### src/sv/sbps_pkg.sv
package sbps_pkg;

  // Payload of one input item.
  typedef struct packed {
    logic [31:0] module_clock;
    logic [31:0] target_baud;
  } in_item_t;

  // Payload of one result item.
  typedef struct packed {
    logic        double_rate_index;
    logic [1:0]  prescaler_index;
    logic [3:0]  scaler_index;
    logic [17:0] achieved_divisor;
    logic        zero_baud_error;
  } out_item_t;

  localparam int unsigned QuotW   = 32;
  localparam int unsigned DivW    = 18;
  localparam int unsigned CandW   = 7;
  localparam int unsigned NumCand = 128;

  // Data handed from one divider cell to the next.
  typedef struct packed {
    logic [QuotW-1:0] num;
    logic [QuotW-1:0] rem;
    logic [QuotW-1:0] quot;
    logic [QuotW-1:0] baud;
  } div_data_t;

  // Data handed from one search cell to the next.
  typedef struct packed {
    logic [QuotW-1:0] quot;
    logic             have;
    logic [QuotW-1:0] gap;
    logic [CandW-1:0] idx;
    logic [DivW-1:0]  divisor;
    logic             err;
  } srch_data_t;

  // Effective divisor of a candidate: index bits are {dbr, pbr, br}.
  function automatic logic [DivW-1:0] cand_div(input logic [CandW-1:0] k);
    logic [2:0]  pre;
    logic [15:0] scl;
    logic [15:0] scl_eff;
    begin
      case (k[5:4])
        2'd0:    pre = 3'd2;
        2'd1:    pre = 3'd3;
        2'd2:    pre = 3'd5;
        default: pre = 3'd7;
      endcase
      case (k[3:0])
        4'd0:    scl = 16'd2;
        4'd1:    scl = 16'd4;
        4'd2:    scl = 16'd6;
        default: scl = 16'd1 << k[3:0];
      endcase
      scl_eff = k[6] ? (scl >> 1) : scl;
      cand_div = DivW'(scl_eff) * DivW'(pre);
    end
  endfunction

endpackage

### src/sv/sbps_srch_cell.sv
module sbps_srch_cell import sbps_pkg::*; (
  input  logic             clk_i,
  input  logic             rst_ni,
  input  logic             en_i,
  input  logic [CandW-1:0] idx_i,
  input  logic             valid_i,
  input  srch_data_t       data_i,
  output logic             valid_o,
  output srch_data_t       data_o
);

  logic             valid_q;
  srch_data_t       data_q, data_d;
  logic [DivW-1:0]  cand;
  logic [QuotW-1:0] cand_w;
  logic [QuotW-1:0] gap;

  // Compare this cell's candidate against the best so far; strictly closer wins.
  always_comb begin
    cand   = cand_div(idx_i);
    cand_w = QuotW'(cand);
    gap    = (data_i.quot >= cand_w) ? (data_i.quot - cand_w) : (cand_w - data_i.quot);
    data_d = data_i;
    if (!data_i.have || (gap < data_i.gap)) begin
      data_d.have    = 1'b1;
      data_d.gap     = gap;
      data_d.idx     = idx_i;
      data_d.divisor = cand;
    end
  end

  always_ff @(posedge clk_i or negedge rst_ni) begin
    if (!rst_ni) begin
      valid_q <= 1'b0;
    end else if (en_i) begin
      valid_q <= valid_i;
    end
  end

  always_ff @(posedge clk_i) begin
    if (en_i) begin
      data_q <= data_d;
    end
  end

  assign valid_o = valid_q;
  assign data_o  = data_q;

endmodule
### config.mk
export PLATFORM = sky130hd
export DESIGN_NAME = sbps_srch_cell
export DESIGN_NICKNAME = d
export VERILOG_FILES = /design/src/sv/sbps_pkg.sv /design/src/sv/sbps_srch_cell.sv
export SDC_FILE = /design/constraint.sdc
export NUM_CORES = 1
export LEC_CHECK = 0
export ABC_CLOCK_PERIOD_IN_PS = 1000
export CORE_MARGIN = 2
export CORE_UTILIZATION = 30
export CTS_CLUSTER_SIZE = 20
export DETAILED_ROUTE_END_ITERATION = 8
export DONT_BUFFER_PORTS = 1
export MAX_ROUTING_LAYER = met4
export PLACE_DENSITY = 0.54
export SYNTH_ARGS = -nofsm -noshare
export SYNTH_HDL_FRONTEND = slang
export SYNTH_SLANG_ARGS = --single-unit
### constraint.sdc
create_clock -name clk_i -period 1 [get_ports clk_i]
set_clock_uncertainty 0.1 [all_clocks]
set_input_delay 0.2 -clock clk_i [delete_from_list [all_inputs] [get_ports clk_i]]
set_output_delay 0.2 -clock clk_i [all_outputs]
set_load 0.005 [all_outputs]
==> flow_summary.toml <==
[global_route]
globalRouteTotalUtil_pct = 20.8
grt_first_pass_wirelength_um = 45000
grt_start_max_net_pins = 93
antenna_found_initial = 0
grt-ovfl-total = 0
first_global_vias = 8405

[timing]
worst_pin_slew_ns = 0.707
worst_slack_ns = -6.21
period_share_pct = 721
final-setup-viol-count = 149
relSlewSlack_pct = 51.7
holdWs_ns = -0.151
finalMaxSlewViolations = 0
rsz0062_at_grt = "yes"
fin_crit_ns = 7.21
achievable-frequency_mhz = 139
hold_viol = 92

[synth]
synth-edff-count = 91
synth_area_leaders = "edfxtp_1 (33%), ha_1 (12%), nand2_1 (6.1%)"
synth_nets = 1158
synth.distinct_cells = 69
synth_common_cells = "nand2_1 (136), inv_1 (113), edfxtp_1 (91), ha_1 (83), a21oi_1 (61)"
ys_async_sr_fraction_pct = 1.09
yosys.area_share.simple_pct = 18.1
synthAdderAreaFrac_pct = 16.4
synth_top_area_cell = "edfxtp_1"
synth-seq-cells = 92
synth_cells = 956
synth.avg_cell_area_um2 = 8.77
yosysMostFrequentCell = "nand2_1"
ys.flop_type = "edfxtp_1"
ys_seq_area_share_pct = 32.9
synth_area_mm2 = 0.00838
synthXorXnorAreaFrac_pct = 4.18
synth_top_family_by_area = "simple AND/OR/NAND/NOR gates"
synth_mux_area_share_pct = 3.88
synth_warnings = 0
synth_top_area_share_pct = 32.6
synth_compound_area_share_pct = 17.4

[cts]
clock_latency_ns = 0.37
cts_root_buf = "clkbuf_16"
cts.path.max_buffers = 2
path_clk_slew_ns = 0.07
cts_buffers = 9
postCtsHoldBufs = 93
cts_tree = "yes"
htreeDepth = 3
cts.sinks = 92

[placed_design]
dp_hpwl_um = 21800
port_buffers = 0
gp_congestion = 0.897
dp.cells = 1544

[worst_setup_path]
crit_path_frequent_cell = "buf_4"
cp_slowest_cell = "fa_1"
crit_family = "compound AO/OA/AOI/OAI gates"
path_buf_inv = 12
required_ns = 1.02
cp_max_fo = 14
cp.arrival_ns = 7.23
cpPeakStageDelay_ns = 0.53
end_kind = "flip-flop"
path_class = "input pin to flip-flop"
critPathLaunchType = "input pin"

[hold_path]
hp-class = "input pin to flip-flop"

[power]
power.density_mw_per_mm2 = 1070
p_comb_share_pct = 41.0
switching_power_mw = 4.43
peakVddDrop_uv = 787
power.internal_mw = 9.85
pwr-share-clk_pct = 23.7
switching_share_pct = 31.0
power_frac_seq_pct = 35.3
power_leakage_nw = 6.02

[job]
cap_violations = 0

[finish]
fin_cells = 1731
postLayoutCoreUtil_pct = 48.4
antenna_cells = 0
nNetsFinal = 1550
drive_above_1_share_pct = 36.3
area_delta_synth_final_pct = 59.4

[detailed_routing]
ant_nets = 0
viasPerCell = 4.88
drt-wirelength-per-cell_um = 17.3
wl_um = 30000
dr.pass1.iters = 5
num_vias = 8447
drtIter0Drc = 500
drcViolationCount = 0

[floorplanning]
die_y_um = 171
core_region_area_mm2 = 0.0276
fp.dieW_um = 171
boundaryPins = 194
start_util_pct = 30.3
die_area_mm2 = 0.0293
rows = 61

[status]
status = "finished with violations"
violations = "negative hold slack, negative setup slack"
[timing repair]
| item | CTS | global route |
|---|---|---|
| pin swaps | 62 | 24 |
| cloned | 4 | 1 |
| gates resized for setup | 95 | 58 |
| endpoints found under the setup margin | 149 | 149 |
| hold endpoints to repair | 176 | 92 |
| buffers inserted | 67 | 12 |
[sequential cells by signal, summed over array words and instances (netlist names)]
| signal | cells |
|---|---|
| data_o | 91 |
| valid_o | 1 |
[power by group through the flow]
stage | combinational (mW) | clock (mW) | sequential [mW]
floorplan | 2.56 | 0 | 5.06
global placement | 4.40 | 0 | 5.13
detailed placement | 4.43 | 0 | 5.13
CTS | 5.48 | 3.50 | 5.05
global route | 6.34 | 3.61 | 5.10
finish | 5.85 | 3.38 | 5.04
[placed cells by master, fill, tap and decap left out, types with 19 or more instances in the layout]
cell	synthesis	layout
nand2_1	136	119
nor2_1	41	33
inv_1	113	110
ha_1	83	71
a21oi_1	61	48
o21ai_0	30	24
buf_4	1	297
dlygate4sd3_1	0	93
edfxtp_1	91	91
mux2_4	0	19
o21ai_1	34	25
[cell families after synthesis]
group | count (synthesis)
compound gates | 226
xor+xnor | 40
fa+ha+maj | 100
buf+inv | 155
flops | 92
mux | 30
other cells | 1
simple gates | 312
[worst paths after layout]
path                                from    endpoint  slack (ns)  cells after the start
worst max-delay path            idx_i[1]   data_o[4]       -6.21                     40
worst max register to register   valid_o     valid_o        0.13                      1
worst min register to register   valid_o     valid_o        0.44                      1
min in group asynchronous         rst_ni     valid_o        0.46                      2
max in group asynchronous         rst_ni     valid_o        0.24                      2
worst min-delay path                en_i  data_o[80]       -0.15                      0
[per-stage QoR]
stage	total power, mW	TNS, ns	setup slack [ns]	hold slack, ns	area, um^2
3_5_place_dp	9.56	-412.58	-7.38	-0.196	10800
2_1_floorplan	7.62	-355.61	-6.33	-0.196	8670
6_report	14.3	-355.81	-6.21	-0.151	13400
3_3_place_gp	9.53	-406.54	-7.25	-0.196	10800
4_1_cts	14.0	-352.40	-6.11	-0.165	13100
5_1_grt	15.1	-379.27	-6.59	-0.163	13400
[cell type report]
| type | instances | area, um^2 |
|---|---|---|
| Sequential cell | 92 | 2760 |
| Timing Repair Buffer | 419 | 3580 |
| Multi-Input combinational cell | 711 | 5830 |
| Tap cell | 378 | 473 |
| Fill cell | 2623 | 14300 |
| Clock buffer | 12 | 256 |
| Clock inverter | 4 | 31.3 |
| Inverter | 115 | 432 |
[routing by layer]
layer  share of wire [%]  up-vias  wire length, um  global-route usage [%]
li1                    -     4184                -                       -
met1                  44     3953            13200                    25.6
met2                  48      268            14500                    34.3
met3                 4.9       42             1480                    3.33
met4                 2.8        0              833                    7.92
met5                   0        -                0                       -
Power figures use the tool's default switching activity.
