**src/sv/sbps_pkg.sv**
```systemverilog
package sbps_pkg;

  // Payload of one input item.
  typedef struct packed {
    logic [31:0] module_clock;
    logic [31:0] target_baud;
  } in_item_t;

  // Payload of one result item.
  typedef struct packed {
    logic        double_rate_index;
    logic [1:0]  prescaler_index;
    logic [3:0]  scaler_index;
    logic [17:0] achieved_divisor;
    logic        zero_baud_error;
  } out_item_t;

  localparam int unsigned QuotW   = 32;
  localparam int unsigned DivW    = 18;
  localparam int unsigned CandW   = 7;
  localparam int unsigned NumCand = 128;

  // Data handed from one divider cell to the next.
  typedef struct packed {
    logic [QuotW-1:0] num;
    logic [QuotW-1:0] rem;
    logic [QuotW-1:0] quot;
    logic [QuotW-1:0] baud;
  } div_data_t;

  // Data handed from one search cell to the next.
  typedef struct packed {
    logic [QuotW-1:0] quot;
    logic             have;
    logic [QuotW-1:0] gap;
    logic [CandW-1:0] idx;
    logic [DivW-1:0]  divisor;
    logic             err;
  } srch_data_t;

  // Effective divisor of a candidate: index bits are {dbr, pbr, br}.
  function automatic logic [DivW-1:0] cand_div(input logic [CandW-1:0] k);
    logic [2:0]  pre;
    logic [15:0] scl;
    logic [15:0] scl_eff;
    begin
      case (k[5:4])
        2'd0:    pre = 3'd2;
        2'd1:    pre = 3'd3;
        2'd2:    pre = 3'd5;
        default: pre = 3'd7;
      endcase
      case (k[3:0])
        4'd0:    scl = 16'd2;
        4'd1:    scl = 16'd4;
        4'd2:    scl = 16'd6;
        default: scl = 16'd1 << k[3:0];
      endcase
      scl_eff = k[6] ? (scl >> 1) : scl;
      cand_div = DivW'(scl_eff) * DivW'(pre);
    end
  endfunction

endpackage

```
**src/sv/sbps_div_cell.sv**
```systemverilog
module sbps_div_cell import sbps_pkg::*; (
  input  logic      clk_i,
  input  logic      rst_ni,
  input  logic      en_i,
  input  logic      valid_i,
  input  div_data_t data_i,
  output logic      valid_o,
  output div_data_t data_o
);

  logic        valid_q;
  div_data_t   data_q, data_d;
  logic [32:0] rem_sh;
  logic        ge;

  // One restoring division step: bring down the next dividend bit.
  always_comb begin
    rem_sh      = {data_i.rem, data_i.num[31]};
    ge          = rem_sh >= {1'b0, data_i.baud};
    data_d      = data_i;
    data_d.num  = {data_i.num[30:0], 1'b0};
    data_d.rem  = ge ? 32'(rem_sh - {1'b0, data_i.baud}) : rem_sh[31:0];
    data_d.quot = {data_i.quot[30:0], ge};
  end

  always_ff @(posedge clk_i or negedge rst_ni) begin
    if (!rst_ni) begin
      valid_q <= 1'b0;
    end else if (en_i) begin
      valid_q <= valid_i;
    end
  end

  always_ff @(posedge clk_i) begin
    if (en_i) begin
      data_q <= data_d;
    end
  end

  assign valid_o = valid_q;
  assign data_o  = data_q;

endmodule

```
**config.mk**
```make
export PLATFORM = sky130hd
export DESIGN_NAME = sbps_div_cell
export DESIGN_NICKNAME = d
export VERILOG_FILES = /design/src/sv/sbps_pkg.sv /design/src/sv/sbps_div_cell.sv
export SDC_FILE = /design/constraint.sdc
export NUM_CORES = 1
export LEC_CHECK = 0
export ABC_AREA = 0
export BUFFER_PORTS_ARGS = -buffer_cell sky130_fd_sc_hd__buf_4
export CAP_MARGIN = 20
export CORE_UTILIZATION = 25
export DETAILED_ROUTE_END_ITERATION = 10
export MAX_ROUTING_LAYER = met4
export PLACE_DENSITY = 0.48
export REMOVE_ABC_BUFFERS = 1
export SETUP_SLACK_MARGIN = 0.05
export SLEW_MARGIN = 20
export SYNTH_ARGS = -nofsm -noshare
export SYNTH_HDL_FRONTEND = slang
export SYNTH_SLANG_ARGS = --single-unit
```
**constraint.sdc**
```tcl
create_clock -name clk_i -period 0.8 [get_ports clk_i]
set_input_delay 0.08 -clock clk_i [delete_from_list [all_inputs] [get_ports clk_i]]
set_output_delay 0.08 -clock clk_i [all_outputs]
set_load 0.02 [all_outputs]
```
==> reports/qor.txt, run 1 <==
share of post-route cells with drive strength above 1: 48.3%
Setup WS post-layout: -1.60 ns
Yosys cell types: 50
Initial Util: 25.7%
top cells by area, synth: edfxtp_1 (63%), ha_1 (6.6%), a21oi_1 (4.6%), inv_1 (2.3%), nor2_1 (2.2%)
failing checks: hold timing, setup timing
Setup crit end kind: flip-flop
HPWL after DPL: 14600 um
post-place instance area: 9150 um2
crit path kind: in -> reg
Fin Hold WS: -0.0330 ns
Routability Congestion: 0.832
Skew-Pair Late Insertion Delay: 0.41 ns
cell taking the most area after synthesis: edfxtp_1
worst vdd ir: 0.00113 V
power density over cell area: 1920 nW/um2
CTS buffer count: 17
H-tree depth: 4
Die Wd: 158 um
first-pass GRT wire length: 30900 um
Yosys top cell area share: 62.8%
Post-Synthesis Cells: 476
synth warn: 0
placed cell count: 1140
Req. time, crit path: 0.98 ns
Synth top cells by count: edfxtp_1 (127), a21oi_1 (56), inv_1 (38)
Async SR Flop Fraction: 0.781%
Post-Syn Area per Cell: 12.8 um2
Setup Viol. Count Final: 161
CTS root buffer: clkbuf_16
Final Max Slew Viols: 0
worst path arrival time: 2.58 ns
Core ar.: 23600 um2
Area Growth Syn to Fin: 95.1%
Post-DRT Antenna Nets: 0
nets: 1130
Overflow after GRT: 0
Synth Register Bits: 128
Final Skew: 0 ns
initial antenna violation count: 0
number of I/O pins: 261
routed length per instance: 16.2 um
Clock Path Buffers: 2
fin cells: 1296
Lkg Pwr: 0.00513 uW
crit path max fanout: 5
Mapped Area: 6070 um2
antenna fix cells: 0
final hold violations: 9
final worst path period need: 2.40 ns
EDFF count, synth: 127
Die H: 158 um
CTS tree: built
clock sinks: 128
Main synth FF type: edfxtp_1
Final Cycle Share: 300%
outcome: finished, violations left
Seq/Total Area, Yosys: 63.2%
FMAX: 416 MHz
I/O Buffers: 258
Residual DRC: 0
drt first pass iters: 4
Max-Cap Viols: 0
1st-iter DRT viols: 209
cell with the most instances after synthesis: edfxtp_1
number of global-route vias before repair: 5945
CP startpoint kind: input port
total die area: 24900 um2
RSZ-0062 raised after global routing: true
DR vias/cell: 4.32
Site Rows: 56
largest net degree at the start of global routing: 36
Final Instance Area: 11800 um2
worst hold path type: in -> reg
clock slew at the register clock pins of the worst setup and hold paths: 0.07 ns
Final Routed Wirelength: 21000 um
GR Util All Layers: 17.0%
DR vias: 5595
cells in the final DEF, fill, tap and decap left out, drive strengths merged, types with 17 or more instances in the layout:
cell type / Yosys / layout
buf: 12 / 377
o21ai: 18 / 18
nor2: 35 / 35
edfxtp: 127 / 127
clkbuf: 7 / 17
a21oi: 56 / 56
ha: 32 / 32
inv: 38 / 42
dlygate4sd3: 0 / 112
nand2: 26 / 26
flip-flops by register name (all words and copies together) (netlist names):
signal / flops
data_o: 127
valid_o: 1
power breakdown:
part	total (uW)	leakage [uW]	internal, uW	switching (uW)
Combinational	6580	0.00361	3600	2980
Sequential	8550	0.00126	8210	344
Clock	7660	0.000268	4310	3350
cell families (layout without fill, tap and decap cells):
logic type,count (synthesis),count (layout),synth area share [%]
buf+inv,57,558,3.96
flops,128,128,63.2
compound gates,119,119,12.1
xor+xnor,27,27,3.90
mux,12,12,2.21
fa+ha+maj,33,33,6.92
other cells,1,1,0.0618
simple gates,99,99,7.67
metrics by stage:
| step | total power (uW) | setup slack [ns] | setup TNS, ns | util [%] | hold slack, ns |
|---|---|---|---|---|---|
| 2_1_floorplan | 10900 | -2.70 | -83.49 | - | -0.216 |
| 3_3_place_gp | 13700 | -2.26 | -72.36 | 38.7 | -0.143 |
| 3_5_place_dp | 13700 | -2.30 | -73.07 | 38.7 | -0.142 |
| 4_1_cts | 23000 | -1.72 | -85.76 | 49.6 | -0.0477 |
| 5_1_grt | 23800 | -1.71 | -89.03 | 50.2 | -0.0455 |
| 6_report | 22800 | -1.60 | -79.76 | 50.2 | -0.0330 |
routing by layer:
layer  routed length (um)  share of wire [%]  global-route usage [%]  vias up
met5                    0                  0                       -        -
met3                 1550                7.4                    4.49       12
li1                     -                  -                       -     2742
met2                10400                 49                    29.3      200
met4                  160               0.76                    4.16        0
met1                 8910                 42                    19.5     2641
layout make-up:
type / count / area (um2)
clock buffer: 17 / 425
clock inverter: 14 / 135
fill: 2134 / 11800
tap: 319 / 399
timing repair buffer: 489 / 4610
inverter: 38 / 153
multi-input combinational: 291 / 2280
sequential: 128 / 3840
worst max-delay path, cell delays in order:
cell      delay, ns
buf_8          0.08
inv_4          0.03
ha_4           0.26
nand4_1        0.20
or4_4          0.53
a21oi_2        0.13
nor3_2         0.07
a211oi_2       0.23
o21ai_2        0.12
o31ai_4        0.22
buf_6          0.16
buf_8          0.15
mux2_4         0.31
path summary, 6_finish.rpt:
| path | start | end | slack, ns | cells past startpoint |
|---|---|---|---|---|
| max | data_i[18] | data_o[68]$_DFFE_PP_ | -1.60 | 13 |
| min | data_i[76] | data_o[77]$_DFFE_PP_ | -0.03 | 2 |
| max reg2reg | valid_o$_DFFE_PN0P_ | valid_o$_DFFE_PN0P_ | 0.04 | 1 |
| min reg2reg | valid_o$_DFFE_PN0P_ | valid_o$_DFFE_PN0P_ | 0.54 | 1 |
| max in group asynchronous | rst_ni | valid_o$_DFFE_PN0P_ | 0.18 | 3 |
| min in group asynchronous | rst_ni | valid_o$_DFFE_PN0P_ | 0.52 | 3 |
what timing repair did:
action / 4_1_cts / 5_1_grt
hold buffers: 110 / 2
endpoints found under the hold margin: 118 / 11
pin swaps: 13 / 9
resized for setup: 204 / 31
cloned: 3 / 0
endpoints found under the setup margin: 162 / 162
buffers inserted: 8 / 4
Note: power is estimated with default switching activity, not from simulation.
==> run 2, diff against run 1 <==
clock period = 2.4 ns   (was 0.8 ns; I/O delays follow)
==> run 2 against run 1 <==
  * The run ends with setup timing left
  * Via count shrank 3.9%
  * Clock-buffer cell count is the same
  * Die area is the same
  * Cell area shrank 7.2%
  * Sequential share of layout area grew 2.5 points
  * Worst hold slack gained 0.055 ns
  * Final cell count shrank 3.8%
  * Critical path depth is the same
  * Clock skew is the same
  * Global-route usage shrank 0.95 points
  * Critical path type unchanged
==> reports/qor.txt, run 2 (synthesis gave the netlist of run 1 again) <==
Max-Cap Viols: 0 (unchanged)
Final Max Slew Viols: 0 (unchanged)
Site Rows: 56 (unchanged)
total die area: 24900 um2 (unchanged)
drt first pass iters: 4 (unchanged)
I/O Buffers: 258 (unchanged)
FF-to-FF setup slack: 1.66 ns (+1.62 ns)
Area Growth Syn to Fin: 81.0%
number of global-route vias before repair: 5642 (-5.1%)
Comb pwr share: 27.0% (-1.9 points)
Final Routed Wirelength: 19700 um (-6.0%)
final worst path period need: 2.60 ns
Post-DRT Antenna Nets: 0 (unchanged)
Lkg Pwr: 0.00477 uW (-7.1%)
hold_sp: data_i[9]
antenna fix cells: 0 (unchanged)
Hold EP: data_o[9]$_DFFE_PP_
failing checks: setup timing
HPWL after DPL: 14200 um (-2.3%)
reg2reg end: valid_o$_DFFE_PN0P_
R2R cell count: 1 (unchanged)
worst path arrival time: 2.76 ns (+0.18 ns)
Util after Layout: 46.5% (-3.6 points)
Slew @ Worst Pin: 0.529 ns
most frequent cells in the layout: buf_4 (334), edfxtp_1 (127), dlygate4sd3_1 (80)
CP startpoint kind: input port
hold-critical path depth: 1 (-1)
internal power: 5300 uW (-67%)
worst hold path type: in -> reg
clock sinks: 128 (unchanged)
crit path kind: in -> reg
Sw Share: 28.7% (-0.55 points)
CTS buffer count: 17 (unchanged)
Reg area: 3840 um2 (unchanged)
Die Wd: 158 um (unchanged)
Core ar.: 23600 um2 (unchanged)
Setup crit end kind: flip-flop
first-pass GRT wire length: 29100 um (-5.7%)
nets: 1081 (-4.3%)
RSZ-0062 raised after global routing: true
CTS root buffer: clkbuf_16
Residual DRC: 0 (unchanged)
max reg flops: 127 (unchanged)
outcome: finished, violations left
Routability Congestion: 0.835 (+0.29%)
worst vdd ir: 0.000358 V (-68%)
clock slew at the register clock pins of the worst setup and hold paths: 0.06 ns (about the same)
Overflow after GRT: 0 (unchanged)
Die H: 158 um (unchanged)
Req. time, crit path: 2.56 ns (+1.58 ns)
power density over cell area: 676 nW/um2 (-65%)
reg2reg start: valid_o$_DFFE_PN0P_
H-tree depth: 4 (unchanged)
most frequent cell on the critical path: a21oi_4
Fill cells: 2161 (+1.3%)
1st-iter DRT viols: 187 (-11%)
routed length per instance: 15.8 um (-2.3%)
footprint of the multi-input gates: 2360 um2 (+3.3%)
Setup WS post-layout: -0.203 ns (+1.40 ns)
DR vias: 5375 (-3.9%)
Final Cycle Share: 108%
crit path cell chain: buf_4 > inv_2 > ha_4 > fa_2 > nand2b_4 > a21oi_4 > o21ai_2 > o311a_1 > a31oi_4 > a21oi_4 > o41ai_2 > xor2_1 > mux2_4
largest net degree at the start of global routing: 52 (+44%)
Setup Viol. Count Final: 32 (-80%)
Initial Util: 25.7% (unchanged)
Fin Hold WS: 0.0223 ns (+0.0553 ns)
TNS Setup: -3.40 ns (+76.36 ns)
Skew-Pair Late Insertion Delay: 0.41 ns (about the same)
Flop pwr share: 37.7% (+0.2 points)
CTS tree: built
number of I/O pins: 261 (unchanged)
Clk pwr share: 35.4% (+1.8 points)
final hold violations: 0 (-9)
DR vias/cell: 4.31 (-0.16%)
most common cell after layout, fill and taps aside: buf_4
NetSw: 2130 uW (-68%)
initial antenna violation count: 0 (unchanged)
Final Skew: 0 ns (unchanged)
share of post-route cells with drive strength above 1: 49.7% (+1.4 points)
GR Util All Layers: 16.0% (-0.95 points)
FMAX: 384 MHz
crit path max fanout: 3 (-2)
Slowest-stage cell, CP: fa_2
Clock Path Buffers: 2 (unchanged)
Worst slew margin: 64.7%
crit-path max cell delay: 0.39 ns (-0.14 ns)
## run 2: cell types whose count changed in the layout (fill, tap and decap cells not counted), moves of 5 or more
cell           delta
a21oi_2           -8
buf_4           +113
buf_6           -128
dlygate4sd3_1    -32
inv_1             -5
inv_2             +6
## run 2: critical path, delay by kind of cell
family / cells / cell delay (ns)
AOI/OAI and AO/OA: 6 / 1.31
adders and majority gates: 2 / 0.55
muxes: 1 / 0.26
and+or+nand+nor: 1 / 0.17
buffers and inverters: 2 / 0.13
xor gates and xnor gates: 1 / 0.11
## run 2: power by group through the flow
stage	combinational [uW]	sequential, uW	clock, uW
floorplan	510	3130	0
global placement	1680	2850	0
detailed placement	1690	2850	0
CTS	1960	2800	2740
global route	2160	2820	2830
finish	2000	2800	2630
## run 2: worst max-delay path by stage
stage                                      end  slack (ns)  depth (start not counted)        start
after detailed placement  data_o[94]$_DFFE_PP_       -0.94                         12    data_i[0]
after CTS                 data_o[94]$_DFFE_PP_       -0.30                         12    data_i[0]
final                     data_o[94]$_DFFE_PP_       -0.20                         13  data_i[127]
after global routing      data_o[94]$_DFFE_PP_       -0.27                         13  data_i[127]
after global placement    data_o[94]$_DFFE_PP_       -0.81                         12    data_i[0]
after floorplan           data_o[67]$_DFFE_PP_       -1.26                         10    data_i[7]
## run 2: layer usage
metal,GRT usage [%],routed length (um),vias to the layer above
met5,-,0,-
met4,4.30,125,0
met3,3.94,1530,10
met2,27.2,9760,204
met1,18.8,8310,2512
li1,-,-,2649
## run 2: through the flow
| stage | setup slack (ns) | instance area, um2 | total power (uW) | cells |
|---|---|---|---|---|
| final | -0.203 | 11000 | 7430 | 1247 |
| after global routing | -0.274 | 11000 | 7810 | 1247 |
| after CTS | -0.297 | 10800 | 7500 | 1242 |
| after detailed placement | -0.940 | 9000 | 4540 | 1122 |
| after global placement | -0.812 | 9000 | 4530 | 1122 |
| after floorplan | -1.26 | 5970 | 3640 | 457 |
## run 2: repair_timing
item	4_1_cts	5_1_grt
hold buffers	80	0
setup endpoints to repair	33	33
gates resized for setup	79	38
pin swaps	11	21
endpoints found under the hold margin	81	0
gates cloned	3	0
buffers inserted	7	8
## run 2: layout make-up
| type | count | area share, % |
|---|---|---|
| clock buffers | 17 | 3.87 |
| clock inverters | 14 | 1.46 |
| repair buffers | 440 | 33.3 |
| flip-flops and latches | 128 | 34.9 |
| inverters | 38 | 1.37 |
| well taps | 319 | 3.63 |
| multi-input cells | 291 | 21.5 |
==> run 3, diff against run 2 <==
CORE_UTILIZATION = 49   (was 25)
CTS_BUF_LIST = sky130_fd_sc_hd__clkbuf_4   (was not set)
PLACE_DENSITY = 0.83   (was 0.48)
clock period = 2.8 ns   (was 2.4 ns; I/O delays follow)
==> run 3 against run 2 <==
  * Via count is 15% higher
  * Sequential power is 14% lower
  * Combinational power is 18% lower
  * Non-clock buffer count is 14 lower
  * The flow now finishes without violations
  * Clock-buffer cell count is 1 higher
  * Final cell count is 13% lower
  * Worst hold slack worse by 0.0035 ns
  * Clock power is 38% lower
  * Largest power group unchanged
  * Highest routed layer unchanged
  * Sequential share of layout area is 3.1 points higher
  * Setup slack better by 0.25 ns
  * Critical path type unchanged
  * Register-to-register slack better by 0.37 ns
  * Die area is 48% lower
==> reports/qor.txt, run 3 (synthesis gave the netlist of run 1 again) <==
Overflow after GRT: 0 (unchanged)
Max-Cap Viols: 0 (unchanged)
FMAX: 363 MHz
Util after Layout: 83.6% (+37 points)
clock slew at the register clock pins of the worst setup and hold paths: 0.14 ns (+0.08 ns)
Setup WS post-layout: 0.0480 ns (+0.251 ns)
Core ar.: 12100 um2 (-49%)
drt first pass iters: 7 (+3)
power density over cell area: 564 nW/um2 (-17%)
Routability Congestion: 0.860 (+3.1%)
most common cell after layout, fill and taps aside: buf_4
CP startpoint kind: input port
largest net degree at the start of global routing: 53 (+1.9%)
Initial Util: 50.3% (+25 points)
crit path cell chain: buf_4 > inv_1 > ha_1 > nand4_1 > or4_4 > a21oi_2 > nor3_1 > a211oi_2 > o21ai_2 > o31ai_4 > buf_12 > buf_4 > nor2_1 > a21oi_1
most frequent cells in the layout: buf_4 (320), edfxtp_1 (127), dlygate4sd3_1 (102)
outcome: completed
Post-DRT Antenna Nets: 0 (unchanged)
CTS root buffer: clkbuf_4
gr busiest metal: met2
HPWL after DPL: 13400 um (-5.5%)
Lkg Pwr: 0.00447 uW (-6.2%)
Final Skew: 0 ns (unchanged)
placed cell count: 945 (-16%)
R2R cell count: 1 (unchanged)
I/O Buffers: 258 (unchanged)
Final Cycle Share: 98.3%
M3 GR Usage: 10.4% (+6.5 points)
fin cells: 1084 (-13%)
Setup crit end kind: flip-flop
worst vdd ir: 0.000270 V (-25%)
Die Wd: 113 um (-28%)
first-pass GRT wire length: 35200 um (+21%)
CTS buffer count: 17 (unchanged)
hold-critical path depth: 2 (+1)
total die area: 12800 um2 (-48%)
initial antenna violation count: 1 (+1)
GR Util All Layers: 38.8% (+23 points)
Skew-Pair Late Insertion Delay: 0.58 ns (+0.17 ns)
RSZ-0062 raised after global routing: true
number of global-route vias before repair: 6093 (+8.0%)
Setup Viol. Count Final: 0 (-100%)
Clock Path Buffers: 2 (unchanged)
Final Routed Wirelength: 24300 um (+23%)
worst path arrival time: 3.15 ns (+0.39 ns)
routed length per instance: 22.4 um (+42%)
DR vias: 6169 (+15%)
clock sinks: 128 (unchanged)
most frequent cell on the critical path: buf_4
Die H: 113 um (-28%)
Area Growth Syn to Fin: 66.1%
share of post-route cells with drive strength above 1: 40.8% (-8.9 points)
Final Max Slew Viols: 0 (unchanged)
Global Route met2 Usage: 64.0% (+37 points)
Site Rows: 40 (-29%)
Worst slew margin: 54.3% (-10 points)
hold_sp: data_i[71]
final worst path period need: 2.75 ns
worst hold path type: in -> reg
final hold violations: 0 (unchanged)
max reg flops: 127 (unchanged)
Req. time, crit path: 3.20 ns (+0.64 ns)
Slowest-stage cell, CP: or4_4
Place WS: -0.491 ns (+0.449 ns)
CTS tree: built
crit-path max cell delay: 0.53 ns (+0.14 ns)
H-tree depth: 4 (unchanged)
Residual DRC: 0 (unchanged)
reg2reg start: valid_o$_DFFE_PN0P_
1st-iter DRT viols: 862 (+360%)
crit path kind: in -> reg
grt met1 use: 42.1% (+23 points)
buffers and inverters on the worst path: 4 (+2)
Hold EP: data_o[72]$_DFFE_PP_
Largest delay share family, worst path: compound AO/OA/AOI/OAI gates
number of I/O pins: 261 (unchanged)
nets: 1067 (-1.3%)
reg2reg end: valid_o$_DFFE_PN0P_
FF-to-FF setup slack: 2.03 ns (+0.37 ns)
DR vias/cell: 5.69 (+32%)
crit path max fanout: 8 (+5)
Slew @ Worst Pin: 0.686 ns (+0.157 ns)
run 3: cell count changes in the layout (fill, tap and decap cells not counted), moves of 14 or more:
cell,delta
clkbuf_4,+18
dlygate4sd3_1,+22
clkbuf_16,-16
buf_6,-14
a21oi_1,+17
buf_4,-14
run 3: how the worst max path moves through the flow:
stage	from	end	cells after the start	slack, ns
2_1_floorplan	data_i[7]	data_o[67]$_DFFE_PP_	10	-0.90
3_3_place_gp	data_i[0]	data_o[94]$_DFFE_PP_	12	-0.36
3_5_place_dp	data_i[0]	data_o[94]$_DFFE_PP_	12	-0.49
4_1_cts	data_i[0]	data_o[94]$_DFFE_PP_	12	0.12
5_1_grt	data_i[18]	data_o[88]$_DFFE_PP_	14	0.002
6_report	data_i[18]	data_o[81]$_DFFE_PP_	14	0.05
run 3: report_power, final:
| part | internal, uW | switching [uW] | total (uW) | leakage (uW) |
|---|---|---|---|---|
| Sequential | 2340 | 83.6 | 2420 | 0.00126 |
| Combinational | 768 | 871 | 1640 | 0.00305 |
| Clock | 806 | 822 | 1630 | 0.000174 |
run 3: layer usage:
layer | vias to the layer above | share of wire, % | routed length, um
met1 | 2882 | 35 | 8580
met4 | 0 | 6.6 | 1600
li1 | 2615 | - | -
met3 | 142 | 10 | 2480
met5 | - | 0 | 0
met2 | 530 | 48 | 11600
run 3: cell type report:
cell class,count,area [um2]
diodes,1,2.50
clock inverters,14,211
repair buffers,426,3500
clock buffers,18,135
well taps,168,210
inverters,38,143
flip-flops and latches,128,3840
fillers,583,1980
multi-input cells,291,2040
run 3: through the flow:
step           area (um2)  hold slack, ns  setup TNS [ns]  power (uW)
6_report            10100          0.0188               0        5690
5_1_grt             10100         0.00541               0        5850
4_1_cts              9960         0.00627               0        5470
3_5_place_dp         8610          0.0588           -6.82        3840
3_3_place_gp         8610          0.0555           -5.01        3810
2_1_floorplan        5970         -0.0156          -24.06        3120
run 3: what timing repair did:
item | in CTS | in global routing
resized for setup | 0 | 9
hold buffers | 100 | 2
endpoints found under the hold margin | 99 | 2
setup buffers | 0 | 3
setup endpoints to repair | 0 | 30
